**config.mk**
```make
export PLATFORM = sky130hd
export DESIGN_NAME = itcv_sqrt_cell
export DESIGN_NICKNAME = d
export VERILOG_FILES = /design/src/itcv_sqrt_cell.sv
export SDC_FILE = /design/constraint.sdc
export NUM_CORES = 1
export LEC_CHECK = 0
export CORE_MARGIN = 2
export CORE_UTILIZATION = 48
export CTS_BUF_LIST = sky130_fd_sc_hd__clkbuf_16
export CTS_CLUSTER_SIZE = 30
export DETAILED_ROUTE_END_ITERATION = 16
export DONT_BUFFER_PORTS = 1
export PLACE_DENSITY = 0.69
export SYNTH_ARGS = -nofsm -noshare
export SYNTH_HDL_FRONTEND = slang
export SYNTH_SLANG_ARGS = --single-unit
```
**constraint.sdc**
```tcl
create_clock -name clk -period 0.8 [get_ports clk]
set_input_delay 0.16 -clock clk [delete_from_list [all_inputs] [get_ports clk]]
set_output_delay 0.16 -clock clk [all_outputs]
set_load 0.01 [all_outputs]
```
**src/itcv_sqrt_cell.sv**
```systemverilog
// ----------------------------------------------------------------------------
// itcv_sqrt_cell
// One digit of a restoring integer square root; a chain of these cells
// resolves one root bit per cycle per cell.
// ----------------------------------------------------------------------------
module itcv_sqrt_cell #(
    parameter int RAD_W = 62,
    parameter int PAY_W = 1
)(
    input  logic                 clk,
    input  logic                 rst_n,
    input  logic                 src_valid,
    input  logic [RAD_W-1:0]     src_rad,
    input  logic [RAD_W/2+2:0]   src_rem,
    input  logic [RAD_W/2-1:0]   src_root,
    input  logic [PAY_W-1:0]     src_pay,
    output logic                 valid,
    output logic [RAD_W-1:0]     rad,
    output logic [RAD_W/2+2:0]   rem,
    output logic [RAD_W/2-1:0]   root,
    output logic [PAY_W-1:0]     pay
);

    localparam int ROOT_W = RAD_W / 2;
    localparam int REM_W  = ROOT_W + 3;

    logic              valid_reg;
    logic [RAD_W-1:0]  rad_reg;
    logic [REM_W-1:0]  rem_reg;
    logic [ROOT_W-1:0] root_reg;
    logic [PAY_W-1:0]  pay_reg;

    logic [REM_W-1:0]  rem_sh;
    logic [REM_W-1:0]  trial;
    logic              take;
    logic [REM_W-1:0]  rem_next;
    logic [ROOT_W-1:0] root_next;

    // bring down the next pair of radicand bits
    assign rem_sh    = {src_rem[REM_W-3:0], src_rad[RAD_W-1 -: 2]};
    assign trial     = REM_W'({src_root, 2'b01});
    assign take      = (rem_sh >= trial);
    assign rem_next  = take ? (rem_sh - trial) : rem_sh;
    assign root_next = {src_root[ROOT_W-2:0], take};

    always_ff @(posedge clk or negedge rst_n)
    begin
        if (!rst_n)
        begin
            valid_reg <= 1'b0;
        end
        else
        begin
            valid_reg <= src_valid;
        end
    end

    always_ff @(posedge clk)
    begin
        rad_reg  <= src_rad << 2;
        rem_reg  <= rem_next;
        root_reg <= root_next;
        pay_reg  <= src_pay;
    end

    assign valid = valid_reg;
    assign rad   = rad_reg;
    assign rem   = rem_reg;
    assign root  = root_reg;
    assign pay   = pay_reg;

endmodule

```
==> impl_metrics.toml <==
[placed_design]
dp.cells = 752
place_ws_ns = -1.59
postPlaceCellArea_sq_um = 6040
place_congestion = 0.905
io_buffers = 0
hpwl_mm = 11.8

[sta]
finalSetupViolCount = 162
rsz0062_at_grt = "true"
hold_viol = 0
holdWs_ns = 0.0307
max_freq_mhz = 521
timing.final.crit_period_ns = 1.92
setup_slack_ns = -1.12
tns_ns = -52.79
slew_violations = 0
min_period_over_period = 2.40

[finish]
fin_util = 0.861
largest_reg_flops = 60
final_area_sq_um = 8810
area_growth_syn_to_layout_pct = 76.2
final_cells = 939
drive_gt1_frac = 0.491
num-nets-final = 952

[power]
internal_power_mw = 13.8
power_frac_seq = 0.386
switching_power_mw = 6.37
power_frac_comb = 0.239
power_frac_clock = 0.375
p_per_area_nw_per_um2 = 2290
leakage_nw = 3.91
finalPower_mw = 20.2
peakVddDrop_uv = 1830
p_sw_frac = 0.315

[global_route]
grt-ovfl-total = 0
grt_usage = 0.354
grt_pass1_vias = 5621
grt_max_degree = 17
grt_pass1_wl_mm = 30.0
antenna_found_initial = 2

[detailed_routing]
drt_iter0_markers = 265
dr.pass1.iters = 6
drc = 0
ant_nets = 0
routed-via-count = 5208
wl_per_cell_um = 22.3
via_per_inst = 5.55
wl_mm = 20.9

[logic_synthesis]
yosysWarnings = 0
yosys_most_used_dff = "dfxtp_1"
syn_inst = 510
syn_area_sq_um = 5000
synth.distinct_cells = 59
ys_seq_area_frac = 0.509
ys_ff_latch = 127
synthArstFlopShare = 0.00787
syn_area_per_cell_sq_um = 9.81
synth-edff-count = 0

[floorplan]
rows = 37
initial_core_util = 0.489
dieWidth_um = 106
pin_count = 260
die_area_sq_um = 11300
die_h_um = 106
core-area_sq_um = 10200

[status]
failed_checks = "negative setup slack"
status = "finished with violations"

[critical_path]
cp-end-kind = "flip-flop"
crit_type = "in2reg"
worstPathArrival_ns = 2.22
cp-start-kind = "input port"
crit_required_ns = 1.10
critPathMaxFanout = 4

[cts]
clk_path_buf_depth = 2
clk_pin_slew_worst_paths_ns = 0.07
cts_buffers = 17
cts.htree.levels = 4
cts_root_buf = "clkbuf_16"
clock-sinks = 127
cts_tree = "built"

[worst_hold_path]
min_path_cells = 3
min_to = "rem[1]"
hold_path_class = "in2reg"
hp-start = "src_rad[60]"

[job]
maxCapViolations = 0
-- how the worst max path moves through the flow --
stage                 from       to  slack (ns)  cells after the start
6_report       src_root[9]  rem[26]       -1.12                     12
5_1_grt        src_root[9]  rem[26]       -1.18                     12
4_1_cts         src_rem[0]  rem[28]       -1.02                     11
3_5_place_dp   src_root[4]  rem[11]       -1.59                     11
3_3_place_gp    src_rem[0]  rem[26]       -1.52                     10
2_1_floorplan   src_rem[0]  rem[19]       -1.36                     12
-- cell usage in the layout (no fill, tap or decap), types with 7 or more instances in the layout --
master         count
xor2_1            12
buf_6              7
dfxtp_2          120
a21oi_2           10
o21ai_1            9
ha_4              11
xnor2_1           10
a21oi_1           33
o21ai_0           11
ha_1              20
nor2_1            30
inv_6              8
dlygate4sd3_1    129
buf_4            130
inv_1             38
nand3_1           11
nor2_2             8
clkbuf_16         17
nand2_1           27
a21o_1            16
nor3_1             9
-- power by group through the flow --
stage / Clock, mW / Combinational (mW) / Sequential [mW]
after floorplan: 0 / 1.92 / 7.62
after global placement: 0 / 2.98 / 7.76
after detailed placement: 0 / 3.06 / 7.76
after CTS: 7.47 / 4.31 / 7.77
after global routing: 7.93 / 5.12 / 7.84
final: 7.58 / 4.82 / 7.80
-- routing by layer --
metal,global-route usage,share of wire,vias up
li1,-,-,2331
met1,0.343,0.34,2447
met2,0.657,0.52,322
met3,0.121,0.077,108
met4,0.189,0.061,0
met5,0,0,-
-- synthesized netlist by cell type, types with 3 or more instances --
master	instances	area [sq um]
nand4_1	6	37.5
xor2_1	12	105
a21o_1	16	120
o21a_1	4	30.0
a31oi_1	4	25.0
nor2_1	38	143
or3_1	6	37.5
nand2b_1	4	25.0
buf_6	5	56.3
buf_4	4	30.0
o211ai_1	5	37.5
xnor2_1	10	87.6
and3_1	5	31.3
nand2_1	37	139
nor3_1	10	50.1
o21ai_0	22	110
inv_1	43	161
nand3_1	13	65.1
dfxtp_1	126	2520
o31ai_1	6	45.0
a21oi_2	4	35.0
a21oi_1	40	200
a211oi_1	7	52.6
and4_1	3	26.3
clkbuf_1	6	22.5
ha_1	33	413
-- critical path, cell delays in order --
cell and delay [ns]:
inv_8 0.02, ha_4 0.27, nand4_1 0.16, a211oi_2 0.35, o31ai_4 0.16, a21oi_4 0.22, o211a_4 0.20, o21ai_4 0.09
buf_4 0.15, buf_6 0.12, a211oi_2 0.23, nor3_2 0.09
-- cell type report --
class	count	area (sq um)
inverter	44	188
clock inverter	15	139
tap	136	170
clock buffer	17	425
fill	489	1420
sequential	127	2720
timing repair buffer	274	2510
antenna	2	5.00
multi-input combinational	324	2650
-- cell families after synthesis --
group           Yosys count  share of synthesized area
flops                   127                      0.509
compound gates          133                      0.182
mux                       3                    0.00625
simple gates            131                      0.125
other cells               1                   0.000750
fa+ha+maj                33                     0.0826
buf+inv                  60                     0.0558
xor+xnor                 22                     0.0385
-- what timing repair did --
action,CTS,global route
buffers inserted,17,5
hold endpoints to repair,127,1
resized for setup,204,38
pin swaps,33,13
hold buffers,128,1
cloned,2,0
endpoints found under the setup margin,162,162
Note: power is estimated with default switching activity, not from simulation.
