### config.mk
export PLATFORM = sky130hd
export DESIGN_NAME = itcv_div_cell
export DESIGN_NICKNAME = d
export VERILOG_FILES = /design/src/itcv_div_cell.sv
export SDC_FILE = /design/constraint.sdc
export NUM_CORES = 1
export LEC_CHECK = 0
export BUFFER_PORTS_ARGS = -buffer_cell sky130_fd_sc_hd__buf_2
export CAP_MARGIN = 0
export CORE_MARGIN = 4
export CORE_UTILIZATION = 25
export CTS_CLUSTER_SIZE = 20
export DETAILED_ROUTE_END_ITERATION = 10
export HOLD_SLACK_MARGIN = 0.15
export SKIP_CTS_REPAIR_TIMING = 1
export SLEW_MARGIN = 15
export SYNTH_ARGS = -nofsm -noshare
export SYNTH_HDL_FRONTEND = slang
export SYNTH_SLANG_ARGS = --single-unit
### constraint.sdc
create_clock -name clk -period 0.8 [get_ports clk]
set_input_delay 0.24 -clock clk [delete_from_list [all_inputs] [get_ports clk]]
set_output_delay 0.24 -clock clk [all_outputs]
set_load 0.005 [all_outputs]
### src/itcv_div_cell.sv
// ----------------------------------------------------------------------------
// itcv_div_cell
// One step of a restoring divider: tries the divisor shifted to quotient
// bit BIT and keeps the difference when it fits.
// ----------------------------------------------------------------------------
module itcv_div_cell #(
    parameter int NUM_W = 47,
    parameter int DVS_W = 31,
    parameter int QUO_W = 17,
    parameter int BIT   = 0,
    parameter int PAY_W = 1
)(
    input  logic             clk,
    input  logic             rst_n,
    input  logic             src_valid,
    input  logic [NUM_W-1:0] src_rem,
    input  logic [DVS_W-1:0] src_dvs,
    input  logic [QUO_W-1:0] src_quo,
    input  logic [PAY_W-1:0] src_pay,
    output logic             valid,
    output logic [NUM_W-1:0] rem,
    output logic [DVS_W-1:0] dvs,
    output logic [QUO_W-1:0] quo,
    output logic [PAY_W-1:0] pay
);

    localparam int CMP_W = (NUM_W > DVS_W + BIT) ? NUM_W : DVS_W + BIT;

    logic             valid_reg;
    logic [NUM_W-1:0] rem_reg;
    logic [DVS_W-1:0] dvs_reg;
    logic [QUO_W-1:0] quo_reg;
    logic [PAY_W-1:0] pay_reg;

    logic [CMP_W-1:0] rem_w;
    logic [CMP_W-1:0] sub_w;
    logic             take;
    logic [NUM_W-1:0] rem_next;
    logic [QUO_W-1:0] quo_next;

    assign rem_w    = CMP_W'(src_rem);
    assign sub_w    = CMP_W'(src_dvs) << BIT;
    assign take     = (rem_w >= sub_w);
    assign rem_next = take ? NUM_W'(rem_w - sub_w) : src_rem;
    assign quo_next = src_quo | (QUO_W'(take) << BIT);

    always_ff @(posedge clk or negedge rst_n)
    begin
        if (!rst_n)
        begin
            valid_reg <= 1'b0;
        end
        else
        begin
            valid_reg <= src_valid;
        end
    end

    always_ff @(posedge clk)
    begin
        rem_reg <= rem_next;
        dvs_reg <= src_dvs;
        quo_reg <= quo_next;
        pay_reg <= src_pay;
    end

    assign valid = valid_reg;
    assign rem   = rem_reg;
    assign dvs   = dvs_reg;
    assign quo   = quo_reg;
    assign pay   = pay_reg;

endmodule

==> results of run 1 <==
## critical path, cell delays in order
cell and delay [ps]:
sky130_fd_sc_hd__buf_12 110, sky130_fd_sc_hd__inv_12 40, sky130_fd_sc_hd__ha_4 140, sky130_fd_sc_hd__inv_2 40, sky130_fd_sc_hd__fa_2 350, sky130_fd_sc_hd__a21oi_2 150
sky130_fd_sc_hd__o211ai_1 90, sky130_fd_sc_hd__a41o_2 270, sky130_fd_sc_hd__a31oi_4 250, sky130_fd_sc_hd__a21boi_2 100, sky130_fd_sc_hd__or4_4 420, sky130_fd_sc_hd__nor3_2 140
sky130_fd_sc_hd__xor2_1 150
## routing by layer
metal,track usage,part of all wire,vias up,wire length (um)
met3,0.04827,0.073,10,1311
met2,0.2417,0.48,177,8631
met1,0.1916,0.44,2495,7840
li1,-,-,2713,-
met5,0,0.00073,-,13
met4,0.02707,0.0071,2,127
## cells by family after synthesis
logic type | after synthesis
xor gates and xnor gates | 39
and+or+nand+nor | 183
DFF | 97
adders and majority gates | 32
AOI/OAI and AO/OA | 128
buffers and inverters | 62
## stage by stage
step                      utilization  hold WS (ps)  total power, uW  worst slack [ps]  area, sq um
final                          0.4920         109.5            14900             -1410         9204
after global routing           0.4920         95.45            15750             -1507         9204
after CTS                      0.4076        -381.9            14140             -1537         7625
after detailed placement       0.3907         16.32             9488             -1912         7308
after global placement         0.3907         14.17             9465             -1834         7308
after floorplan                     -        -55.59             7449             -1571         5072
## where the power goes
part / internal, uW / switching [uW] / total (uW)
Sequential: 5400 / 160 / 5560
Clock: 2270 / 2300 / 4570
Combinational: 2640 / 2130 / 4770
## how the worst min path moves through the flow
stage / endpoint / startpoint / depth (start not counted) / slack, ps
global route: rem[46]$_DFF_P_ / src_rem[46] / 2 / 100
global placement: valid$_DFF_PN0_ / rst_n / 1 / 10
CTS: valid$_DFF_PN0_ / rst_n / 1 / -380
finish: rem[46]$_DFF_P_ / src_rem[46] / 2 / 110
floorplan: valid$_DFF_PN0_ / rst_n / 0 / -60
detailed placement: valid$_DFF_PN0_ / rst_n / 1 / 20
## cell type report
cell class                      instances  area (sq um)  area share
Clock buffer                            9         225.2     0.02447
Timing Repair Buffer                  410          3063      0.3328
Tap cell                              234         292.8     0.03181
Clock inverter                          7         91.34    0.009924
Multi-Input combinational cell        383          3363      0.3654
Sequential cell                        97          1986      0.2157
Inverter                               40         180.2     0.01958
Antenna cell                            1         2.502   0.0002719
## cells in the final DEF (no fill, tap or decap), drive strengths merged, types with 2 or more instances in the layout
master	netlist	layout
a41o	2	2
or4	4	4
a21boi	3	3
a31oi	8	8
o31ai	3	3
o211ai	6	6
a2111oi	2	2
buf	11	351
xnor2	17	17
nor3	14	14
o21a	6	6
clkbuf	11	12
clkinv	0	3
nand3	21	21
a211o	2	2
o311ai	2	2
nor2	44	44
and2	2	2
or2	4	4
nand4	7	7
o2111ai	2	2
o21bai	4	4
nor2b	5	5
o21ai	20	20
a211oi	4	4
o41ai	2	2
nand2	48	48
dfxtp	96	96
nor4	15	15
a21oi	40	40
xor2	22	22
inv	40	44
and3	6	6
or3	2	2
nand2b	4	5
dlygate4sd3	0	56
ha	31	31
a21o	17	17
==> results.rst, run 1 <==
.. list-table::
   :header-rows: 1

   * - Metric
     - Value
   * - First-pass GRT wire length
     - 25420 um
   * - Post-Syn Nets
     - 672
   * - Slack of the critical path
     - -1410 ps
   * - Post-Route WL
     - 17930 um
   * - Cells taking the most area after synthesis
     - sky130_fd_sc_hd__dfxtp_1 40%, sky130_fd_sc_hd__ha_1 8.2%, sky130_fd_sc_hd__a21oi_1 4.1%
   * - Status
     - finished, violations left
   * - Post-Route Setup TNS
     - -82100 ps
   * - Final max-slew violation count
     - 0
   * - Largest area contributor in the synthesized netlist
     - sky130_fd_sc_hd__dfxtp_1
   * - Area fraction of the dominant cell type after synthesis
     - 0.4042
   * - Async set or reset register ratio after synthesis
     - 0.01031
   * - Antenna violations before repair
     - 2
   * - Layout-stage area growth over the synthesis result
     - 93.58%
   * - Share of synthesized cell area in and, or, nand and nor gates
     - 0.1992
   * - Final Cycle Share
     - 2.762
   * - Worst path required time
     - 1090 ps
   * - Num ports
     - 196
   * - Largest net degree at the start of global routing
     - 22
   * - Total via count in the routed design
     - 5397
   * - Number of enable-type register cells in the synthesized netlist
     - 0
   * - Endpoint kind of the worst setup timing path
     - flop
   * - CTS tree
     - built
   * - Xor/xnor cell area share of the yosys netlist
     - 0.07184
   * - Origin of the worst setup path
     - src_rem[0]
   * - Setup violators final
     - 145
   * - Compound-Gate Fraction of Synth Area
     - 0.1797
   * - Final Instance Count excl. Fillers
     - 1181
   * - Initial core utilization
     - 0.2542
   * - Biggest fanout along the worst timing path
     - 6
   * - Post-synthesis cell area
     - 4755 sq um
   * - #FFs+latches synth
     - 97
   * - Avg Vias per Cell
     - 4.570
   * - Tightest Pin Transition
     - 368.8 ps
   * - Yosys warnings
     - 0
   * - Pre-antenna DRT Iters
     - 4
   * - Global placer's final weighted congestion
     - 0.8302
   * - Register area share after synthesis
     - 0.4095
   * - Crit Path Class
     - in2reg
   * - Mapped Cells
     - 541
   * - Number of levels the H-tree was split into
     - 3
   * - Area enclosed by the die boundary
     - 21290 sq um
   * - Number of port buffers
     - 195
   * - HPWL after DPL
     - 13320 um
   * - Number of fillers in the final layout
     - 1721
   * - Final critical-path required period
     - 2210 ps
   * - Floorplan row count
     - 50
   * - Max-cap violations
     - 0
   * - Share of cells above drive strength 1
     - 0.5539
   * - Clock root buffer master
     - sky130_fd_sc_hd__clkbuf_16
   * - Number of buffers added by the clock tree synthesis step
     - 9
   * - Final hold violation count
     - 0
   * - Y dimension of the die
     - 145.9 um
   * - Total global routing overflow
     - 0
   * - Cell variety after synth
     - 63
   * - Adder and majority gate portion of the synthesized area
     - 0.08579
   * - End point of the critical path
     - rem[36]$_DFF_P_
   * - Mux contribution to synthesized area
     - 0
   * - Static Leakage
     - 0.004267 uW
   * - Slew Limit Headroom
     - 0.7478
   * - Violations in the final reports
     - negative setup slack
   * - CTS Buffer Depth
     - 2
   * - Path category of the worst min-delay check
     - in2reg
   * - Antenna-violating nets left
     - 0
   * - Number of placed instances, taps included
     - 1093
   * - Maximum achievable frequency
     - 452.6 MHz
   * - Global-route usage over all layers
     - 0.1474
   * - Predominant post-synthesis flop cell
     - sky130_fd_sc_hd__dfxtp_1
   * - Number of nets at the end of the flow
     - 1072
   * - TritonCTS sink count
     - 97
   * - Clock-pin slew of the registers on the worst-case setup and hold paths
     - 80 ps
   * - Vias in the first global route
     - 4945
   * - Peak supply drop
     - 0.9752 mV
   * - RSZ-0062 raised after global routing
     - true
   * - WL per Instance
     - 15.18 um
   * - Placeable core area
     - 18710 sq um
   * - Largest family of logic cells by synthesized area
     - simple AND/OR/NAND/NOR gates
   * - Die extent in x
     - 145.9 um
   * - Top cells by count, synth
     - 96 x sky130_fd_sc_hd__dfxtp_1, 48 x sky130_fd_sc_hd__nand2_1, 44 x sky130_fd_sc_hd__nor2_1
   * - Cell with the most instances after synthesis
     - sky130_fd_sc_hd__dfxtp_1
   * - Number of DRC violations after detailed-routing iteration 0
     - 202
   * - Avg Cell Area, Syn
     - 8.788 sq um
   * - Critical path arrival
     - 2500 ps
   * - Max reg flops
     - 47
   * - Critical path launch point type
     - primary input
   * - DRC
     - 0
   * - Power per standard cell area
     - 1619 nW/um^2
No activity file was read; power rests on OpenSTA's default activity.
==> run 2: changes to the inputs <==
- RECOVER_POWER: not set -> 50
==> run 2 against run 1 <==
The flow still finishes with violations (negative setup slack). Hold slack barely moved. Design area fell by 0.20%. Global-route usage did not move. Die area did not move. Combinational power barely moved. Via count fell by 0.15%. Power barely moved. Worst setup slack got worse by 0.66 ps. Sequential share of layout area barely moved. Maximum frequency barely moved. Critical endpoint unchanged.
==> results.rst, run 2 (same netlist as run 1, synthesis figures left out) <==
.. list-table::
   :header-rows: 1

   * - Metric
     - Value
   * - Final hold slack
     - 109.4 ps
   * - WL per Instance
     - 15.18 um
   * - Switching Share
     - 0.3077
   * - Global routing's busiest layer
     - met2
   * - Setup violators final
     - 145
   * - Number of port buffers
     - 195
   * - CTS Buffer Depth
     - 2
   * - CTS tree
     - built
   * - Y dimension of the die
     - 145.9 um
   * - Num ports
     - 196
   * - Clock root buffer master
     - sky130_fd_sc_hd__clkbuf_16
   * - Area enclosed by the die boundary
     - 21290 sq um
   * - Global-route track usage on met1
     - 0.1916
   * - Floorplan row count
     - 50
   * - Origin of the worst setup path
     - src_rem[0]
   * - Critical path arrival
     - 2500 ps
   * - Slew Limit Headroom
     - 0.7468
   * - Number of nets at the end of the flow
     - 1072
   * - Top library cells by usage in the layout, fill and taps aside
     - 166 x sky130_fd_sc_hd__buf_2, 143 x sky130_fd_sc_hd__buf_4, 65 x sky130_fd_sc_hd__dfxtp_1
   * - Final Cycle Share
     - 2.763
   * - Crit Path Class
     - in2reg
   * - Global placer's final weighted congestion
     - 0.8302
   * - Antenna-violating nets left
     - 0
   * - Static Leakage
     - 0.004249 uW
   * - Avg Vias per Cell
     - 4.563
   * - Number of fillers in the final layout
     - 1725
   * - RSZ-0062 raised after global routing
     - true
   * - Global-route track usage on met3
     - 0.04827
   * - TritonCTS sink count
     - 97
   * - Final hold violation count
     - 0
   * - HPWL after DPL
     - 13320 um
   * - End point of the critical path
     - rem[36]$_DFF_P_
   * - Status
     - finished, violations left
   * - Initial core utilization
     - 0.2542
   * - DRC
     - 0
   * - PnR Total Power
     - 14890 uW
   * - Largest net degree at the start of global routing
     - 22
   * - Share of cells above drive strength 1
     - 0.5486
   * - Die extent in x
     - 145.9 um
   * - Place WS
     - -1912 ps
   * - Cell-internal power
     - 10310 uW
   * - Number of DRC violations after detailed-routing iteration 0
     - 191
   * - Pre-antenna DRT Iters
     - 4
   * - Part of the power in combinational logic
     - 0.320
   * - Final max-slew violation count
     - 0
   * - Critical path launch point type
     - primary input
   * - Met2 routing resource usage after global routing
     - 0.2417
   * - Post-Route WL
     - 17930 um
   * - First-pass GRT wire length
     - 25420 um
   * - Number of buffers added by the clock tree synthesis step
     - 9
   * - Layout-stage area growth over the synthesis result
     - 93.18%
   * - Non-Filler Cell Area, Final
     - 9185 sq um
   * - Most common cell after layout, fill and taps aside
     - sky130_fd_sc_hd__buf_2
   * - Vias in the first global route
     - 4945
   * - Peak supply drop
     - 0.9758 mV
   * - Clock-pin slew of the registers on the worst-case setup and hold paths
     - 80 ps
   * - Antenna violations before repair
     - 2
   * - Global-route usage over all layers
     - 0.1474
   * - Worst path required time
     - 1090 ps
   * - Standard cell area after detailed placement
     - 7308 sq um
   * - Max reg flops
     - 47
   * - Tightest Pin Transition
     - 370.3 ps
   * - Endpoint kind of the worst setup timing path
     - flop
   * - Number of levels the H-tree was split into
     - 3
   * - Power per standard cell area
     - 1621 nW/um^2
   * - Path category of the worst min-delay check
     - in2reg
   * - Max-cap violations
     - 0
   * - Final Instance Count excl. Fillers
     - 1181
   * - Final critical-path required period
     - 2210 ps
   * - Slack of the critical path
     - -1410 ps
   * - Total net switching power
     - 4582 uW
   * - Total via count in the routed design
     - 5389
   * - Violations in the final reports
     - negative setup slack
   * - Total global routing overflow
     - 0
   * - Maximum achievable frequency
     - 452.4 MHz
   * - Portion of total power attributed to the clock network
     - 0.307
   * - Placeable core area
     - 18710 sq um
   * - Biggest fanout along the worst timing path
     - 6
   * - Number of placed instances, taps included
     - 1093
   * - Part of the power in registers
     - 0.374
run 2: cell types whose count changed in the layout (fill, tap and decap cells not counted):
cell / previous run / this run
sky130_fd_sc_hd__buf_2: 169 / 166
sky130_fd_sc_hd__buf_6: 30 / 28
sky130_fd_sc_hd__clkbuf_1: 0 / 5
run 2: critical path, cell delays in order:
cell and delay (ps):
sky130_fd_sc_hd__buf_12 110, sky130_fd_sc_hd__inv_12 40, sky130_fd_sc_hd__ha_4 140, sky130_fd_sc_hd__inv_2 40, sky130_fd_sc_hd__fa_2 350, sky130_fd_sc_hd__a21oi_2 150
sky130_fd_sc_hd__o211ai_1 90, sky130_fd_sc_hd__a41o_2 270, sky130_fd_sc_hd__a31oi_4 250, sky130_fd_sc_hd__a21boi_2 100, sky130_fd_sc_hd__or4_4 420, sky130_fd_sc_hd__nor3_2 140
sky130_fd_sc_hd__xor2_1 150
run 2: layer usage:
metal	part of all wire	up-vias	wire, um
met4	0.0071	2	127
met1	0.44	2488	7842
li1	-	2711	-
met3	0.074	10	1320
met5	0.00072	-	13
met2	0.48	178	8627
run 2: how the worst min path moves through the flow:
stage / start / endpoint / slack, ps / depth (start not counted)
after global routing: src_rem[46] / rem[46]$_DFF_P_ / 100 / 2
final: src_rem[46] / rem[46]$_DFF_P_ / 110 / 2
after global placement: rst_n / valid$_DFF_PN0_ / 10 / 1
after CTS: rst_n / valid$_DFF_PN0_ / -380 / 1
after floorplan: rst_n / valid$_DFF_PN0_ / -60 / 0
after detailed placement: rst_n / valid$_DFF_PN0_ / 20 / 1
run 2: power by group through the flow:
stage,Clock (uW),Combinational (uW),Sequential [uW]
global route,4930,5190,5620
floorplan,0,1760,5690
detailed placement,0,3880,5610
CTS,4740,3900,5500
global placement,0,3850,5610
finish,4570,4760,5560
run 2: cell type report:
type	count	area, sq um	share of cell area
clock buffer	9	225.2	0.02452
clock inverter	7	91.34	0.009944
antenna	1	2.502	0.0002724
multi-input combinational	383	3363	0.3662
sequential	97	1986	0.2162
timing repair buffer	410	3044	0.3314
inverter	40	180.2	0.01962
tap	234	292.8	0.03188
run 2: through the flow:
| stage | setup TNS, ps | utilization |
|---|---|---|
| final | -83240 | 0.4910 |
| after global routing | -91010 | 0.4910 |
| after CTS | -90660 | 0.4076 |
| after detailed placement | -84990 | 0.3907 |
| after global placement | -84060 | 0.3907 |
| after floorplan | -66490 | - |
